**config.mk**
```make
export PLATFORM = sky130hd
export DESIGN_NAME = content_length_deframer
export DESIGN_NICKNAME = d
export VERILOG_FILES = /design/src/rtl/clen_pkg.sv /design/src/rtl/content_length_deframer.sv /design/src/rtl/clen_cfg.sv /design/src/rtl/clen_core.sv
export SDC_FILE = /design/constraint.sdc
export NUM_CORES = 1
export LEC_CHECK = 0
export ABC_CLOCK_PERIOD_IN_PS = 6600
export BUFFER_PORTS_ARGS = -buffer_cell sky130_fd_sc_hd__buf_4
export CORE_AREA = 10 10 154 156
export CTS_CLUSTER_DIAMETER = 120
export DETAILED_ROUTE_END_ITERATION = 8
export DIE_AREA = 0 0 164 166
export PLACE_DENSITY = 0.92
export SLEW_MARGIN = 5
export SYNTH_ARGS = -nofsm -noshare
export SYNTH_HDL_FRONTEND = slang
export SYNTH_HIERARCHICAL = 1
export SYNTH_SLANG_ARGS = --single-unit
```
**constraint.sdc**
```tcl
create_clock -name clk -period 6.6 [get_ports clk]
set_clock_uncertainty 0.05 [all_clocks]
set_input_delay 0.66 -clock clk [delete_from_list [all_inputs] [get_ports clk]]
set_output_delay 0.66 -clock clk [all_outputs]
set_load 0.1 [all_outputs]
```
**src/rtl/clen_pkg.sv**
```systemverilog
// types and constants shared by the content-length deframer modules
`default_nettype none

package clen_pkg;

    typedef enum logic [1:0] {
        OP_DATA  = 2'd0,
        OP_END   = 2'd1,
        OP_ERROR = 2'd2
    } opcode_t;

    typedef enum logic [1:0] {
        KIND_BODY  = 2'd0,
        KIND_ERROR = 2'd1,
        KIND_NONE  = 2'd2
    } kind_t;

    typedef enum logic [2:0] {
        ERR_NONE       = 3'd0,
        ERR_LINE_LONG  = 3'd1,
        ERR_MANY_HDRS  = 3'd2,
        ERR_DUP_LENGTH = 3'd3,
        ERR_BAD_VALUE  = 3'd4,
        ERR_NO_LENGTH  = 3'd5,
        ERR_TRUNCATED  = 3'd6,
        ERR_STREAM     = 3'd7
    } err_t;

    typedef enum logic [2:0] {
        FS_PREFIX = 3'd0,
        FS_LEAD   = 3'd1,
        FS_DIGITS = 3'd2,
        FS_TRAIL  = 3'd3,
        FS_BAD    = 3'd4,
        FS_OTHER  = 3'd5
    } field_state_t;

    // register indexes, taken from paddr[3:2]
    localparam logic [1:0] REG_MAX_BODY    = 2'd0;
    localparam logic [1:0] REG_MAX_LINE    = 2'd1;
    localparam logic [1:0] REG_MAX_HEADERS = 2'd2;

    localparam logic [24:0] MAX_BODY_RESET    = 25'd16777216;
    localparam logic [20:0] MAX_LINE_RESET    = 21'd65536;
    localparam logic [7:0]  MAX_HEADERS_RESET = 8'd64;

    localparam logic [24:0] VALUE_MAX  = 25'h1FFFFFF;
    localparam logic [3:0]  PREFIX_LEN = 4'd15;

    localparam logic [7:0] CHR_CR    = 8'h0D;
    localparam logic [7:0] CHR_LF    = 8'h0A;
    localparam logic [7:0] CHR_TAB   = 8'h09;
    localparam logic [7:0] CHR_SPACE = 8'h20;

    typedef struct packed {
        logic [24:0] max_body;
        logic [20:0] max_line;
        logic [7:0]  max_headers;
    } cfg_t;

    typedef struct packed {
        kind_t       kind;
        logic [7:0]  body_byte;
        logic        last;
        err_t        code;
    } result_t;

    // per-line parser state
    typedef struct packed {
        field_state_t fs;
        logic [3:0]   pos;
        logic [24:0]  acc;
        logic         big;
    } line_t;

endpackage

`default_nettype wire

```
**src/rtl/content_length_deframer.sv**
```systemverilog
// Content-Length deframer: strips header lines and passes the declared body bytes,
// reporting framing errors and empty messages. One word is taken every cycle unless
// the input stalls; each word waits in the input register while the framing logic
// judges it, and any result is then registered in the result register, from which
// the result word is offered. The input stalls only while the result register holds
// a word that the downstream side has not taken. Limits must be set through the apb
// port only while idle; the block itself does not enforce this.
`default_nettype none

module content_length_deframer (
    input  wire logic        clk,
    input  wire logic        rst_n,
    // apb configuration
    input  wire logic        psel,
    input  wire logic        penable,
    input  wire logic        pwrite,
    input  wire logic [3:0]  paddr,
    input  wire logic [31:0] pwdata,
    output logic [31:0]      prdata,
    output logic             pready,
    // input stream
    input  wire logic        s_tvalid,
    output logic             s_tready,
    input  wire logic [7:0]  s_tdata,   // [7:0] data
    input  wire logic [1:0]  s_tuser,   // [1:0] opcode
    // output stream
    output logic             m_tvalid,
    input  wire logic        m_tready,
    output logic [15:0]      m_tdata,   // [7:0] body_byte, [10:8] error_code, rest zero
    output logic [1:0]       m_tuser,   // [1:0] kind
    output logic             m_tlast
);
    import clen_pkg::*;

    cfg_t        cfg;
    logic        in_valid_reg;
    logic [1:0]  in_op_reg;
    logic [7:0]  in_data_reg;
    logic        advance;
    logic        res_valid;
    result_t     res;
    logic        out_valid_reg;
    result_t     out_reg;

    clen_cfg u_cfg (
        .clk     (clk),
        .rst_n   (rst_n),
        .psel    (psel),
        .penable (penable),
        .pwrite  (pwrite),
        .paddr   (paddr),
        .pwdata  (pwdata),
        .prdata  (prdata),
        .pready  (pready),
        .cfg     (cfg)
    );

    assign advance  = in_valid_reg && (!out_valid_reg || m_tready);
    assign s_tready = !in_valid_reg || advance;

    always_ff @(posedge clk or negedge rst_n)
    begin
        if (!rst_n)
            in_valid_reg <= 1'b0;
        else if (s_tready)
            in_valid_reg <= s_tvalid;
    end

    always_ff @(posedge clk)
    begin
        if (s_tready && s_tvalid)
        begin
            in_op_reg   <= s_tuser;
            in_data_reg <= s_tdata;
        end
    end

    clen_core u_core (
        .clk       (clk),
        .rst_n     (rst_n),
        .step      (advance),
        .opcode    (in_op_reg),
        .data      (in_data_reg),
        .cfg       (cfg),
        .res_valid (res_valid),
        .res       (res)
    );

    always_ff @(posedge clk or negedge rst_n)
    begin
        if (!rst_n)
            out_valid_reg <= 1'b0;
        else if (advance && res_valid)
            out_valid_reg <= 1'b1;
        else if (m_tready)
            out_valid_reg <= 1'b0;
    end

    always_ff @(posedge clk)
    begin
        if (advance && res_valid)
            out_reg <= res;
    end

    assign m_tvalid = out_valid_reg;
    assign m_tdata  = {5'd0, out_reg.code, out_reg.body_byte};
    assign m_tuser  = out_reg.kind;
    assign m_tlast  = out_reg.last;

endmodule

`default_nettype wire

```
**src/rtl/clen_cfg.sv**
```systemverilog
// apb register file for the deframer limits
`default_nettype none

module clen_cfg (
    input  wire logic          clk,
    input  wire logic          rst_n,
    input  wire logic          psel,
    input  wire logic          penable,
    input  wire logic          pwrite,
    input  wire logic [3:0]    paddr,
    input  wire logic [31:0]   pwdata,
    output logic [31:0]        prdata,
    output logic               pready,
    output clen_pkg::cfg_t     cfg
);
    import clen_pkg::*;

    cfg_t cfg_reg;
    logic wr_en;

    assign pready = 1'b1;
    assign wr_en  = psel && penable && pwrite;
    assign cfg    = cfg_reg;

    always_ff @(posedge clk or negedge rst_n)
    begin
        if (!rst_n)
        begin
            cfg_reg.max_body    <= MAX_BODY_RESET;
            cfg_reg.max_line    <= MAX_LINE_RESET;
            cfg_reg.max_headers <= MAX_HEADERS_RESET;
        end
        else if (wr_en)
        begin
            case (paddr[3:2])
                REG_MAX_BODY:    cfg_reg.max_body    <= pwdata[24:0];
                REG_MAX_LINE:    cfg_reg.max_line    <= pwdata[20:0];
                REG_MAX_HEADERS: cfg_reg.max_headers <= pwdata[7:0];
                default:         ;
            endcase
        end
    end

    always_comb
    begin
        case (paddr[3:2])
            REG_MAX_BODY:    prdata = {7'd0, cfg_reg.max_body};
            REG_MAX_LINE:    prdata = {11'd0, cfg_reg.max_line};
            REG_MAX_HEADERS: prdata = {24'd0, cfg_reg.max_headers};
            default:         prdata = 32'd0;
        endcase
    end

endmodule

`default_nettype wire

```
**src/rtl/clen_core.sv**
```systemverilog
// framing state and the per-word header/body decision logic
`default_nettype none

module clen_core (
    input  wire logic          clk,
    input  wire logic          rst_n,
    input  wire logic          step,
    input  wire logic [1:0]    opcode,
    input  wire logic [7:0]    data,
    input  wire clen_pkg::cfg_t cfg,
    output logic               res_valid,
    output clen_pkg::result_t  res
);
    import clen_pkg::*;

    function automatic logic [7:0] prefix_char(input logic [3:0] pos);
        logic [7:0] c;
        begin
            case (pos)
                4'd0:    c = "c";
                4'd1:    c = "o";
                4'd2:    c = "n";
                4'd3:    c = "t";
                4'd4:    c = "e";
                4'd5:    c = "n";
                4'd6:    c = "t";
                4'd7:    c = "-";
                4'd8:    c = "l";
                4'd9:    c = "e";
                4'd10:   c = "n";
                4'd11:   c = "g";
                4'd12:   c = "t";
                4'd13:   c = "h";
                4'd14:   c = ":";
                default: c = 8'd0;
            endcase
            return c;
        end
    endfunction

    function automatic line_t parse_byte(input line_t l, input logic [7:0] c);
        line_t       r;
        logic [7:0]  low;
        logic        dig;
        logic        blank;
        logic [28:0] v;
        begin
            r     = l;
            low   = (c >= "A" && c <= "Z") ? (c | 8'h20) : c;
            dig   = (c >= "0") && (c <= "9");
            blank = (c == CHR_SPACE) || (c == CHR_TAB);
            // acc * 10 + digit, never above 29 bits
            v = ({4'd0, l.acc} << 3) + ({4'd0, l.acc} << 1) + {25'd0, c[3:0]};
            case (l.fs)
                FS_PREFIX:
                begin
                    if (l.pos < PREFIX_LEN && low == prefix_char(l.pos))
                    begin
                        r.pos = l.pos + 4'd1;
                        if (l.pos == PREFIX_LEN - 4'd1)
                            r.fs = FS_LEAD;
                    end
                    else
                        r.fs = FS_OTHER;
                end
                FS_LEAD, FS_DIGITS:
                begin
                    if (dig)
                    begin
                        r.fs = FS_DIGITS;
                        if (v > {4'd0, VALUE_MAX})
                        begin
                            r.big = 1'b1;
                            r.acc = VALUE_MAX;
                        end
                        else
                            r.acc = v[24:0];
                    end
                    else if (blank)
                        r.fs = (l.fs == FS_DIGITS) ? FS_TRAIL : FS_LEAD;
                    else
                        r.fs = FS_BAD;
                end
                FS_TRAIL:
                begin
                    if (!blank)
                        r.fs = FS_BAD;
                end
                default: ;
            endcase
            return r;
        end
    endfunction

    localparam line_t LINE_CLEAR = '{fs: FS_PREFIX, pos: 4'd0, acc: 25'd0, big: 1'b0};

    logic        in_body_reg,  in_body_next;
    logic [20:0] line_cnt_reg, line_cnt_next;
    logic [8:0]  hdr_cnt_reg,  hdr_cnt_next;
    logic        seen_reg,     seen_next;
    logic [24:0] decl_reg,     decl_next;
    logic [24:0] left_reg,     left_next;
    line_t       line_reg,     line_next;
    logic        cr_reg,       cr_next;
    logic        begun_reg,    begun_next;

    line_t       line_cr;
    line_t       fin_src;
    logic [8:0]  hdr_inc;
    logic        fin_value;
    err_t        fin_err;
    logic        fin_declare;
    logic [21:0] line_inc;
    logic        clr_msg;
    logic        clr_line;

    assign line_cr  = cr_reg ? parse_byte(line_reg, CHR_CR) : line_reg;
    assign hdr_inc  = hdr_cnt_reg + 9'd1;
    assign line_inc = {1'b0, line_cnt_reg} + 22'd1;

    // judge a finished header line
    always_comb
    begin
        fin_src     = (opcode_t'(opcode) == OP_END) ? line_cr : line_reg;
        fin_value   = (fin_src.fs == FS_LEAD) || (fin_src.fs == FS_DIGITS)
                   || (fin_src.fs == FS_TRAIL) || (fin_src.fs == FS_BAD);
        fin_err     = ERR_NONE;
        fin_declare = 1'b0;
        if (hdr_inc > {1'b0, cfg.max_headers})
            fin_err = ERR_MANY_HDRS;
        else if (fin_value)
        begin
            if (seen_reg)
                fin_err = ERR_DUP_LENGTH;
            else if ((fin_src.fs != FS_DIGITS && fin_src.fs != FS_TRAIL) || fin_src.big
                     || fin_src.acc == 25'd0 || fin_src.acc > cfg.max_body)
                fin_err = ERR_BAD_VALUE;
            else
                fin_declare = 1'b1;
        end
    end

    always_comb
    begin
        in_body_next  = in_body_reg;
        line_cnt_next = line_cnt_reg;
        hdr_cnt_next  = hdr_cnt_reg;
        seen_next     = seen_reg;
        decl_next     = decl_reg;
        left_next     = left_reg;
        line_next     = line_reg;
        cr_next       = cr_reg;
        begun_next    = begun_reg;
        clr_msg       = 1'b0;
        clr_line      = 1'b0;
        res_valid     = 1'b0;
        res           = '{kind: KIND_BODY, body_byte: 8'd0, last: 1'b0, code: ERR_NONE};

        case (opcode_t'(opcode))
            OP_DATA:
            begin
                begun_next = 1'b1;
                if (in_body_reg)
                begin
                    res_valid     = 1'b1;
                    res.body_byte = data;
                    res.last      = (left_reg <= 25'd1);
                    left_next     = (left_reg != 25'd0) ? left_reg - 25'd1 : left_reg;
                    clr_line      = 1'b1;
                    if (left_next == 25'd0)
                        clr_msg = 1'b1;
                end
                else if (data == CHR_LF)
                begin
                    if (line_cnt_reg == {20'd0, cr_reg})
                    begin
                        // blank line ends the header block
                        if (hdr_cnt_reg == 9'd0)
                        begin
                            res_valid = 1'b1;
                            res.kind  = KIND_NONE;
                            clr_msg   = 1'b1;
                        end
                        else if (!seen_reg)
                        begin
                            res_valid = 1'b1;
                            res.kind  = KIND_ERROR;
                            res.code  = ERR_NO_LENGTH;
                            clr_msg   = 1'b1;
                        end
                        else
                        begin
                            in_body_next = 1'b1;
                            left_next    = decl_reg;
                            clr_line     = 1'b1;
                        end
                    end
                    else
                    begin
                        hdr_cnt_next = hdr_inc;
                        clr_line     = 1'b1;
                        if (fin_err != ERR_NONE)
                        begin
                            res_valid = 1'b1;
                            res.kind  = KIND_ERROR;
                            res.code  = fin_err;
                            clr_msg   = 1'b1;
                        end
                        else if (fin_declare)
                        begin
                            decl_next = fin_src.acc;
                            seen_next = 1'b1;
                        end
                    end
                end
                else
                begin
                    line_cnt_next = line_inc[20:0];
                    if (line_inc > {1'b0, cfg.max_line})
                    begin
                        res_valid = 1'b1;
                        res.kind  = KIND_ERROR;
                        res.code  = ERR_LINE_LONG;
                        clr_msg   = 1'b1;
                    end
                    else if (data == CHR_CR)
                    begin
                        cr_next   = 1'b1;
                        line_next = line_cr;
                    end
                    else
                    begin
                        cr_next   = 1'b0;
                        line_next = parse_byte(line_cr, data);
                    end
                end
            end
            OP_END:
            begin
                res_valid = 1'b1;
                clr_msg   = 1'b1;
                res.kind  = KIND_ERROR;
                if (in_body_reg)
                    res.code = ERR_TRUNCATED;
                else if (!begun_reg)
                    res.kind = KIND_NONE;
                else if (line_cnt_reg != 21'd0)
                begin
                    // pending unterminated line counts as a header line
                    if (fin_err != ERR_NONE)
                        res.code = fin_err;
                    else if (seen_reg || fin_declare)
                        res.code = ERR_TRUNCATED;
                    else
                        res.code = ERR_NO_LENGTH;
                end
                else if (hdr_cnt_reg == 9'd0)
                    res.kind = KIND_NONE;
                else
                    res.code = seen_reg ? ERR_TRUNCATED : ERR_NO_LENGTH;
            end
            OP_ERROR:
            begin
                res_valid = 1'b1;
                res.kind  = KIND_ERROR;
                res.code  = ERR_STREAM;
                clr_msg   = 1'b1;
            end
            default: ;
        endcase

        if (clr_line || clr_msg)
        begin
            line_cnt_next = 21'd0;
            line_next     = LINE_CLEAR;
            cr_next       = 1'b0;
        end
        if (clr_msg)
        begin
            in_body_next = 1'b0;
            hdr_cnt_next = 9'd0;
            seen_next    = 1'b0;
            decl_next    = 25'd0;
            left_next    = 25'd0;
            begun_next   = 1'b0;
        end
    end

    always_ff @(posedge clk or negedge rst_n)
    begin
        if (!rst_n)
        begin
            in_body_reg  <= 1'b0;
            line_cnt_reg <= 21'd0;
            hdr_cnt_reg  <= 9'd0;
            seen_reg     <= 1'b0;
            decl_reg     <= 25'd0;
            left_reg     <= 25'd0;
            line_reg     <= LINE_CLEAR;
            cr_reg       <= 1'b0;
            begun_reg    <= 1'b0;
        end
        else if (step)
        begin
            in_body_reg  <= in_body_next;
            line_cnt_reg <= line_cnt_next;
            hdr_cnt_reg  <= hdr_cnt_next;
            seen_reg     <= seen_next;
            decl_reg     <= decl_next;
            left_reg     <= left_next;
            line_reg     <= line_next;
            cr_reg       <= cr_next;
            begun_reg    <= begun_next;
        end
    end

endmodule

`default_nettype wire

```
# --- Word level (Yosys, flattened, before mapping) ---
# Memories as Yosys holds them, arrays and structs flattened.
# Cells that the tools add are included.
word_totals:
  mem_bits_ro: 224
  n_memories: 2
  out_inout_bits: 54
  inputBits: 53
  wordCells: 262
  regBits: 197
memory_table:
  columns: ["name", "words", "word_bits", "rd", "rd_ports_with_merged_regs", "wr", "line_no", "text"]
  rows:
  - ["(no name shown)", 16, 7, 1, 0, 0, "clen_core.sv:19", "case (pos)"]
  - ["(no name shown)", 16, 7, 1, 0, 0, "clen_core.sv:19", null]
op_classes:
  eq_ne: 32
  n_reduce_logical: 54
  magnitude_cmp: 11
  muxes: 133
  addsub: 7
ops:
  columns: ["cell", "count"]
  rows:
  - ["25-bit 2-to-1 mux", 16]
  - ["33-bit 2-to-1 mux", 8]
  - ["21-bit 2-to-1 mux", 4]
  - ["25-bit case mux with 3 select lines", 1]
  - ["3-bit 2-to-1 mux", 22]
  - ["8-bit 2-to-1 mux", 7]
  - ["26-bit 2-to-1 mux", 2]
  - ["25-bit logical NOT", 2]
  - ["1-bit 2-to-1 mux", 46]
  - ["9-bit 2-to-1 mux", 5]
  - ["28-bit by 26-bit adder with 29-bit output", 1]
  - ["29-bit by 4-bit adder with 29-bit output", 1]
  - ["29-bit by 25-bit > comparator with 1-bit output, second input constant", 1]
  - ["25-bit > comparator", 1]
  - ["25-bit by 1-bit <= comparator with 1-bit output, second input constant", 1]
  - ["25-bit nonzero test", 1]
  - ["25-bit by 1-bit subtractor with 25-bit output, second input constant", 1]
  - ["8-bit by 4-bit equality test with 1-bit output, second input constant", 3]
  - ["21-bit by 1-bit adder with 22-bit output, second input constant", 1]
  - ["22-bit by 21-bit > comparator with 1-bit output", 1]
  - ["2-bit 2-to-1 mux", 11]
  - ["21-bit by 1-bit equality test with 1-bit output", 1]
  - ["21-bit nonzero test", 1]
  - ["3-bit by 2-bit equality test with 1-bit output, second input constant", 6]
  - ["41 further kinds", 93]

# --- Longest topological paths before layout ---
# Gate-level depths: netlist (run 1).
depth:
  ltp_word: 26
  ltp_mapped: 19
  ltp_nobuf: 17

# --- Modules after synthesis ---
# Netlist (run 1), hierarchy kept.
modules_own_cells:
  columns: ["module", "area_per_inst_um2", "instances", "cells_each"]
  rows:
  - ["clen_core", 9954.5, 1, 1181]
  - ["clen_cfg", 2577.5, 1, 189]
  - ["content_length_deframer", 870.8, 1, 40]

# --- Worst setup path after synthesis (run 1) ---
# Ideal clock, no wire load.
synth_path:
  kind: "register to register"
  startpoint: "register u_core.line_cnt_reg[2]"
  endpoint: "register out_reg (netlist bit m_tdata[0]) (enable)"
  period_less_slack_ps: 4364
  setup_slack_ps: 2236
  arrival_time_ps: 3928
  n_path_buf: 2
  path_stages_with_launch: 17
  cell_sequence: "dfrtp_1 > buf_2 > nand4_1 > nor4_1 > nand2_1 > xnor2_1 > ha_1 > nand3_1 > or3_1 > a311oi_1 > o41ai_1 > a21oi_1 > o21ai_1 > o221ai_2 > buf_2 > nand2_1 > nor2b_1"
synth_via:
  elab_chain_len: 7
  elab_cells_between_ends: 9
synth_lines:
  columns: ["element", "line_no", "text"]
  rows:
  - ["from (decl)", "clen_core.sv:98", "logic [20:0] line_cnt_reg, line_cnt_next;"]
  - ["from (signal assigned)", "clen_core.sv:306", "line_cnt_reg <= line_cnt_next;"]
  - ["21-bit by 1-bit adder with 22-bit output", "clen_core.sv:119", "assign line_inc = {1'b0, line_cnt_reg} + 22'd1;"]
  - ["22-bit by 21-bit > comparator with 1-bit output", "clen_core.sv:219", "if (line_inc > {1'b0, cfg.max_line})"]
  - ["1-bit 2-to-1 mux", "clen_core.sv:219", null]
  - ["1-bit 2-to-1 mux *", "clen_core.sv:173", "else if (data == CHR_LF)"]
  - ["1-bit 2-to-1 mux *", "clen_core.sv:163", "if (in_body_reg)"]
  - ["1-bit case mux with 2 select lines *", "clen_core.sv:159", "case (opcode_t'(opcode))"]
  - ["net res_valid", "content_length_deframer.sv:40", "logic res_valid;"]
  - ["1-bit logical AND *", "content_length_deframer.sv:101", "if (advance && res_valid)"]
  - ["to (signal assigned)", "content_length_deframer.sv:102", "out_reg <= res;"]
  - ["to (decl)", "content_length_deframer.sv:43", "result_t out_reg;"]
# Mark *: on every way through the listed nets, which the timed path passes. The rest lies on a longest branch.
# A chain may end at the register's enable or synchronous reset.

# --- Final worst setup path (run 1) ---
layout_path:
  startpoint: "register u_core.line_cnt_reg[2]"
  endpoint: "register u_core.left_reg[24]"
layout_via:
  elab_chain_len: 8
  elab_cells_between_ends: 15
layout_lines:
  columns: ["element", "line_no", "text"]
  rows:
  - ["21-bit by 1-bit adder with 22-bit output", "clen_core.sv:119", null]
  - ["22-bit by 21-bit > comparator with 1-bit output", "clen_core.sv:219", null]
  - ["1-bit 2-to-1 mux", "clen_core.sv:219", null]
  - ["1-bit 2-to-1 mux", "clen_core.sv:173", null]
  - ["1-bit 2-to-1 mux", "clen_core.sv:163", null]
  - ["1-bit case mux with 2 select lines", "clen_core.sv:159", null]
  - ["3-bit by 1-bit != test with 1-bit output (no source line) (tied with other cells)", null, null]
  - ["6-bit AND reduction (no source line)", null, null]
  - ["to (signal assigned)", "clen_core.sv:310", "left_reg <= left_next;"]
  - ["to (decl)", "clen_core.sv:102", "logic [24:0] left_reg, left_next;"]
# Parallel ways exist; a longest one is shown, timed or not.

==> results of run 1 <==
[cells in the mapped netlist (6+ instances only)]
library cell,number,share of area
buf_6,8,0.0067
nand2b_1,8,0.0037
o21ai_1,41,0.015
buf_4,13,0.0073
a31oi_1,11,0.0051
edfxtp_1,24,0.054
a21o_1,18,0.010
nor2_1,131,0.037
clkbuf_1,45,0.013
o21a_1,9,0.0050
a22o_1,53,0.035
nand2_1,102,0.029
and3_1,18,0.0084
xor2_1,21,0.014
nor4_1,24,0.011
o211ai_1,7,0.0039
nand4_1,24,0.011
buf_2,8,0.0030
a32o_1,18,0.013
mux2_2,39,0.033
o2bb2ai_1,6,0.0039
inv_1,85,0.024
nor2b_1,19,0.0089
nand3_1,37,0.014
xnor2_1,47,0.031
dfrtp_1,170,0.32
and2_1,11,0.0051
o31ai_1,12,0.0067
a211oi_1,9,0.0050
nor3_1,25,0.0093
o21ai_0,34,0.013
mux2_4,20,0.022
mux2i_1,24,0.018
or3_1,13,0.0061
ha_1,119,0.11
a21oi_1,69,0.026
[worst paths after layout]
check,start,cells after the start,to
min in group clk,s_tdata[6],1,in_data_reg[6]
max in group asynchronous,rst_n,2,u_core/in_body_reg
worst min register to register,u_core/decl_reg[6],1,u_core/decl_reg[6]
worst min-delay path,rst_n,1,u_core/hdr_cnt_reg[4]
worst max register to register,u_core/line_cnt_reg[2],15,u_core/left_reg[24]
worst max-delay path,u_core/line_cnt_reg[2],15,u_core/left_reg[24]
[per-stage QoR]
stage               setup slack (ns)  utilization  hold WS, ns  instance area [sq um]  instances
floorplan                      2.236            -       0.3144                  13440       1420
global placement               1.287       0.6826       0.4269                  14120       1716
detailed placement             1.275       0.6826       0.4423                  14120       1716
CTS                            1.124       0.7114       0.3334                  14720       1748
global route                  0.6816       0.7114       0.3364                  14720       1748
finish                        0.9232       0.7114       0.3081                  14720       1748
[layout make-up]
class,count,area share
flip-flops and latches,197,0.3434
inverters,86,0.02193
multi-input cells,1062,0.5216
well taps,275,0.02338
repair buffers,96,0.04922
clock inverters,14,0.01054
clock buffers,18,0.02984
[metal layers]
metal / track usage / routed length, um
met1: 0.3246 / 14220
met2: 0.4188 / 16810
met3: 0.05082 / 2782
met4: 0.1007 / 1216
met5: 0 / 0
[power by group]
group / internal, mW / switching [mW] / leakage, nW
registers: 1.34 / 0.120 / 2.54
clock network: 0.522 / 0.532 / 0.295
logic: 0.333 / 0.663 / 4.37
[cells by family after synthesis]
| family | Yosys count |
|---|---|
| fa+ha+maj | 123 |
| simple gates | 443 |
| flops | 197 |
| mux | 84 |
| compound gates | 331 |
| other cells | 3 |
| xor+xnor | 68 |
| buf+inv | 161 |
==> metrics, run 1 <==
run status finished clean; drt pass-1 iters 9; global route total overflow 0; CP cell instances nand4_1 -> nor4_1 -> nand2_1 -> xnor2_1 -> ha_1 -> nand3_1 -> or3_1 -> a311oi_1 -> o41ai_1 -> a21oi_1 -> o21ai_1 -> o221ai_2 -> nand2_4 -> and3_1 -> a32o_1; largest family of logic cells by synthesized area compound AO/OA/AOI/OAI gates; Crit path required time 6.88 ns; adder-cell area share of the yosys netlist 0.1156; gpl congestion 1.013; routed vias 11342; clk buf depth 2; TritonCTS Buffers 17; most common cell after layout, fill and taps aside dfrtp_1; Clock Pin Slew Worst Setup and Hold Paths 0.08 ns; Wirelength per Cell 20.04 um; ys async rst share 0.8782; Synth Area per Inst 9.506 sq um; Yosys reg bits 197; crit path DAT 5.96 ns; post-synth cell types 84; Final Cycle Share 0.8601; PwrDens 238.5 mW/mm^2; most frequent cells in the layout dfrtp_1 (169), nor2_1 (131), ha_1 (119); clock sinks 197; gr usage total 0.2558; FMAX 176.2 MHz; area of the multi-input gates 0.007677 sq mm; Slowest Stage Delay on Critical Path 0.88 ns; area grow syn2layout 9.812%; Final Critical Period 5.677 ns; Slew headroom 0.1576; multiplexer share of the synthesized area 0.07394; peak supply drop 0.0002054 V; die height 166 um; # diodes 0; Reg area 0.005055 sq mm; Synth Area in Compound Gates 0.1706; Syn Inst Count 1410; Hold Vio Cnt, Final 0; Hold/Removal Path Class input pin to asynchronous set/reset pin; drt initial violations 1439; Resize count post-CTS 0; nets 1634; largest net degree at the start of global routing 118; I/O pin cnt 107; Post-Syn Area 0.01340 sq mm; WS Path Type flip-flop to flip-flop; Fillers 1414; layout cells sized above 1 0.1432; CTS Root Cell clkbuf_16; Final ANT Viol Nets 0; initial antenna violation count 0; core area 0.02069 sq mm; RSZ-0062 raised after global routing no; hold buffer count at CTS 0; Synth warnings 6; reg2reg setup slack 0.92 ns; CP Capture Type flip-flop; Primary FF master, synth dfrtp_1; Post-Route Setup TNS 0 ns; count of input and output buffers 84; CTS tree built; # DRC 0; H-tree Lvls 4; DP HPWL 25050 um; Worst-Skew Late Latency 0.45 ns; max_cap viols 0; max FFs per register 54; Post-CTS Setup Bufs 0; die area 0.02722 sq mm; max-slew violations 0; final count of negative-setup-slack endpoints 0; Vias/cell 6.489; sequential area share after synthesis 0.3771; Initial Utilization 0.6478; final wirelength 35030 um; Core Rows 53; xor/xnor share of the synthesized area 0.04444; CP delay by family, top simple AND/OR/NAND/NOR gates; global-route wire length before repair 57690 um; Post-synth EDFFs 24; Setup crit start kind flip-flop; crit path max fanout 26; overall power 3.510 mW; Worst Tran Pin Value 1.264 ns; Critical-path top delay cell nor4_1; Synth Area in Simple Gates 0.1636; number of global-route vias before repair 11314; Lkg Pwr 7.197 nW; Critical path buffers and inverters 0; Chip Width 164 um
Note: power is estimated with default switching activity, not from simulation.
==> inputs of run 2 (changes only) <==
--- a/config.mk
+++ b/config.mk
@@ -7,10 +7,10 @@
 export LEC_CHECK = 0
 export ABC_CLOCK_PERIOD_IN_PS = 6600
 export BUFFER_PORTS_ARGS = -buffer_cell sky130_fd_sc_hd__buf_4
-export CORE_AREA = 10 10 154 156
+export CORE_AREA = 5 5 149 151
 export CTS_CLUSTER_DIAMETER = 120
 export DETAILED_ROUTE_END_ITERATION = 8
-export DIE_AREA = 0 0 164 166
+export DIE_AREA = 0 0 154 156
 export PLACE_DENSITY = 0.92
 export SLEW_MARGIN = 5
 export SYNTH_ARGS = -nofsm -noshare
==> metrics, run 2 (synthesis gave the netlist of run 1 again) <==
run status finished, violations left; violated checks DRC; final count of negative-setup-slack endpoints 0; TritonCTS Buffers 17; final core occ 0.7137; I/O pin cnt 107; # DRC 1; Setup crit start kind flip-flop; reg2reg setup slack 0.84 ns; Core Rows 53; Worst Tran Pin Value 1.200 ns; Psw 1.275 mW; global route total overflow 0; CP Capture Type flip-flop; clk buf depth 2; most common cell after layout, fill and taps aside dfrtp_1; CP cell instances nand4_1 -> nor4_1 -> nand2_1 -> xnor2_1 -> ha_1 -> nand3_1 -> or3_1 -> a311oi_1 -> o41ai_1 -> a21oi_1 -> o21ai_1 -> o221ai_2 -> nand2_4 -> and3_1 -> a32o_1; gpl congestion 0.9762; Critical Path Stages 15; die area 0.02402 sq mm; Resize count post-CTS 0; Vias/cell 6.489; WS Path Type flip-flop to flip-flop; Worst-Skew Late Latency 0.44 ns; nets 1634; core area 0.02069 sq mm; final wirelength 34480 um; die height 156 um; Final ANT Viol Nets 0; max FFs per register 54; DP HPWL 24310 um; CTS Root Cell clkbuf_16; drt initial violations 1174; crit path max fanout 26; FMAX 173.6 MHz; drt pass-1 iters 9; Crit path required time 6.86 ns; share of power burned in registers 0.407; cell internal pwr 2.316 mW; Post-Route Setup TNS 0 ns; Fillers 1419; Lkg Pwr 7.221 nW; Hold Vio Cnt, Final 0; number of global-route vias before repair 11052; crit path DAT 6.02 ns; Comb pwr share 0.277; overall power 3.592 mW; peak supply drop 0.0001950 V; Wirelength per Cell 19.73 um; Clk pwr share 0.316; Critical-path top delay cell nor4_1; # diodes 0; max_cap viols 0; Final Cycle Share 0.8725; Slowest Stage Delay on Critical Path 0.95 ns; layout cells sized above 1 0.1432; most frequent cells in the layout dfrtp_1 (169), nor2_1 (131), ha_1 (119); initial antenna violation count 0; Post-CTS Setup Bufs 0; PwrDens 243.2 mW/mm^2; clock sinks 197; Critical path buffers and inverters 0; max-slew violations 0; Sw Ratio 0.3550; largest net degree at the start of global routing 97; RSZ-0062 raised after global routing no; Final Critical Period 5.759 ns; area grow syn2layout 10.18%; Slew headroom 0.2000; Chip Width 154 um; count of input and output buffers 84; global-route wire length before repair 56360 um; CTS tree built; Fin Hold WS 0.2395 ns; CP delay by family, top simple AND/OR/NAND/NOR gates; hold buffer count at CTS 0; Hold/Removal Path Class input pin to asynchronous set/reset pin; H-tree Lvls 4; reg-to-reg startpoint u_core/line_cnt_reg[2]; routed vias 11343; Reg2Reg Depth 15; gr usage total 0.2860; Reg2Reg Capture Point u_core/left_reg[24]; Clock Pin Slew Worst Setup and Hold Paths 0.07 ns; Initial Utilization 0.6478
run 2: metrics by stage:
stage,cells,cell area [sq um],setup WS [ns]
2_1_floorplan,1420,13440,2.236
3_3_place_gp,1716,14120,1.349
3_5_place_dp,1716,14120,1.240
4_1_cts,1748,14770,1.040
5_1_grt,1748,14770,0.6305
6_report,1748,14770,0.8412
run 2: worst register-to-register path: stages, from the launching register on:
cell	delay [ns]
dfrtp_1	0.50
nand4_1	0.24
nor4_1	0.95
nand2_1	0.20
xnor2_1	0.20
ha_1	0.30
nand3_1	0.08
or3_1	0.34
a311oi_1	0.24
o41ai_1	0.13
a21oi_1	0.34
o21ai_1	0.14
o221ai_2	0.68
nand2_4	0.21
and3_1	0.58
a32o_1	0.45
run 2: per-layer routing:
metal	part of all wire	global-route usage	wire length, um
met5	0	0	0
met4	0.043	0.1375	1481
met3	0.073	0.04799	2525
met2	0.47	0.4586	16240
met1	0.41	0.3809	14240
run 2: power groups by stage:
stage	clock (mW)	sequential, mW	combinational, mW
floorplan	0	1.48	0.715
global placement	0	1.47	0.943
detailed placement	0	1.48	0.972
CTS	1.15	1.46	0.984
global route	1.20	1.48	1.07
finish	1.13	1.46	0.996
run 2: worst max-delay path by stage:
| stage | endpoint | from | slack [ns] |
|---|---|---|---|
| floorplan | m_tdata[0] | u_core/line_cnt_reg[2] | 2.24 |
| global placement | u_core/left_reg[24] | u_core/line_cnt_reg[2] | 1.35 |
| detailed placement | u_core/left_reg[24] | u_core/line_cnt_reg[2] | 1.24 |
| CTS | u_core/left_reg[24] | u_core/line_cnt_reg[2] | 1.04 |
| global route | u_core/left_reg[24] | u_core/line_cnt_reg[2] | 0.63 |
| finish | u_core/left_reg[24] | u_core/line_cnt_reg[2] | 0.84 |
run 2: final cells by class:
type | instances | area (sq um) | area share
multi-input cells | 1062 | 7677 | 0.5199
well taps | 275 | 344.1 | 0.02330
flip-flops and latches | 197 | 5055 | 0.3423
clock inverters | 13 | 178.9 | 0.01212
inverters | 86 | 322.8 | 0.02186
repair buffers | 96 | 724.4 | 0.04906
clock buffers | 19 | 464.2 | 0.03144
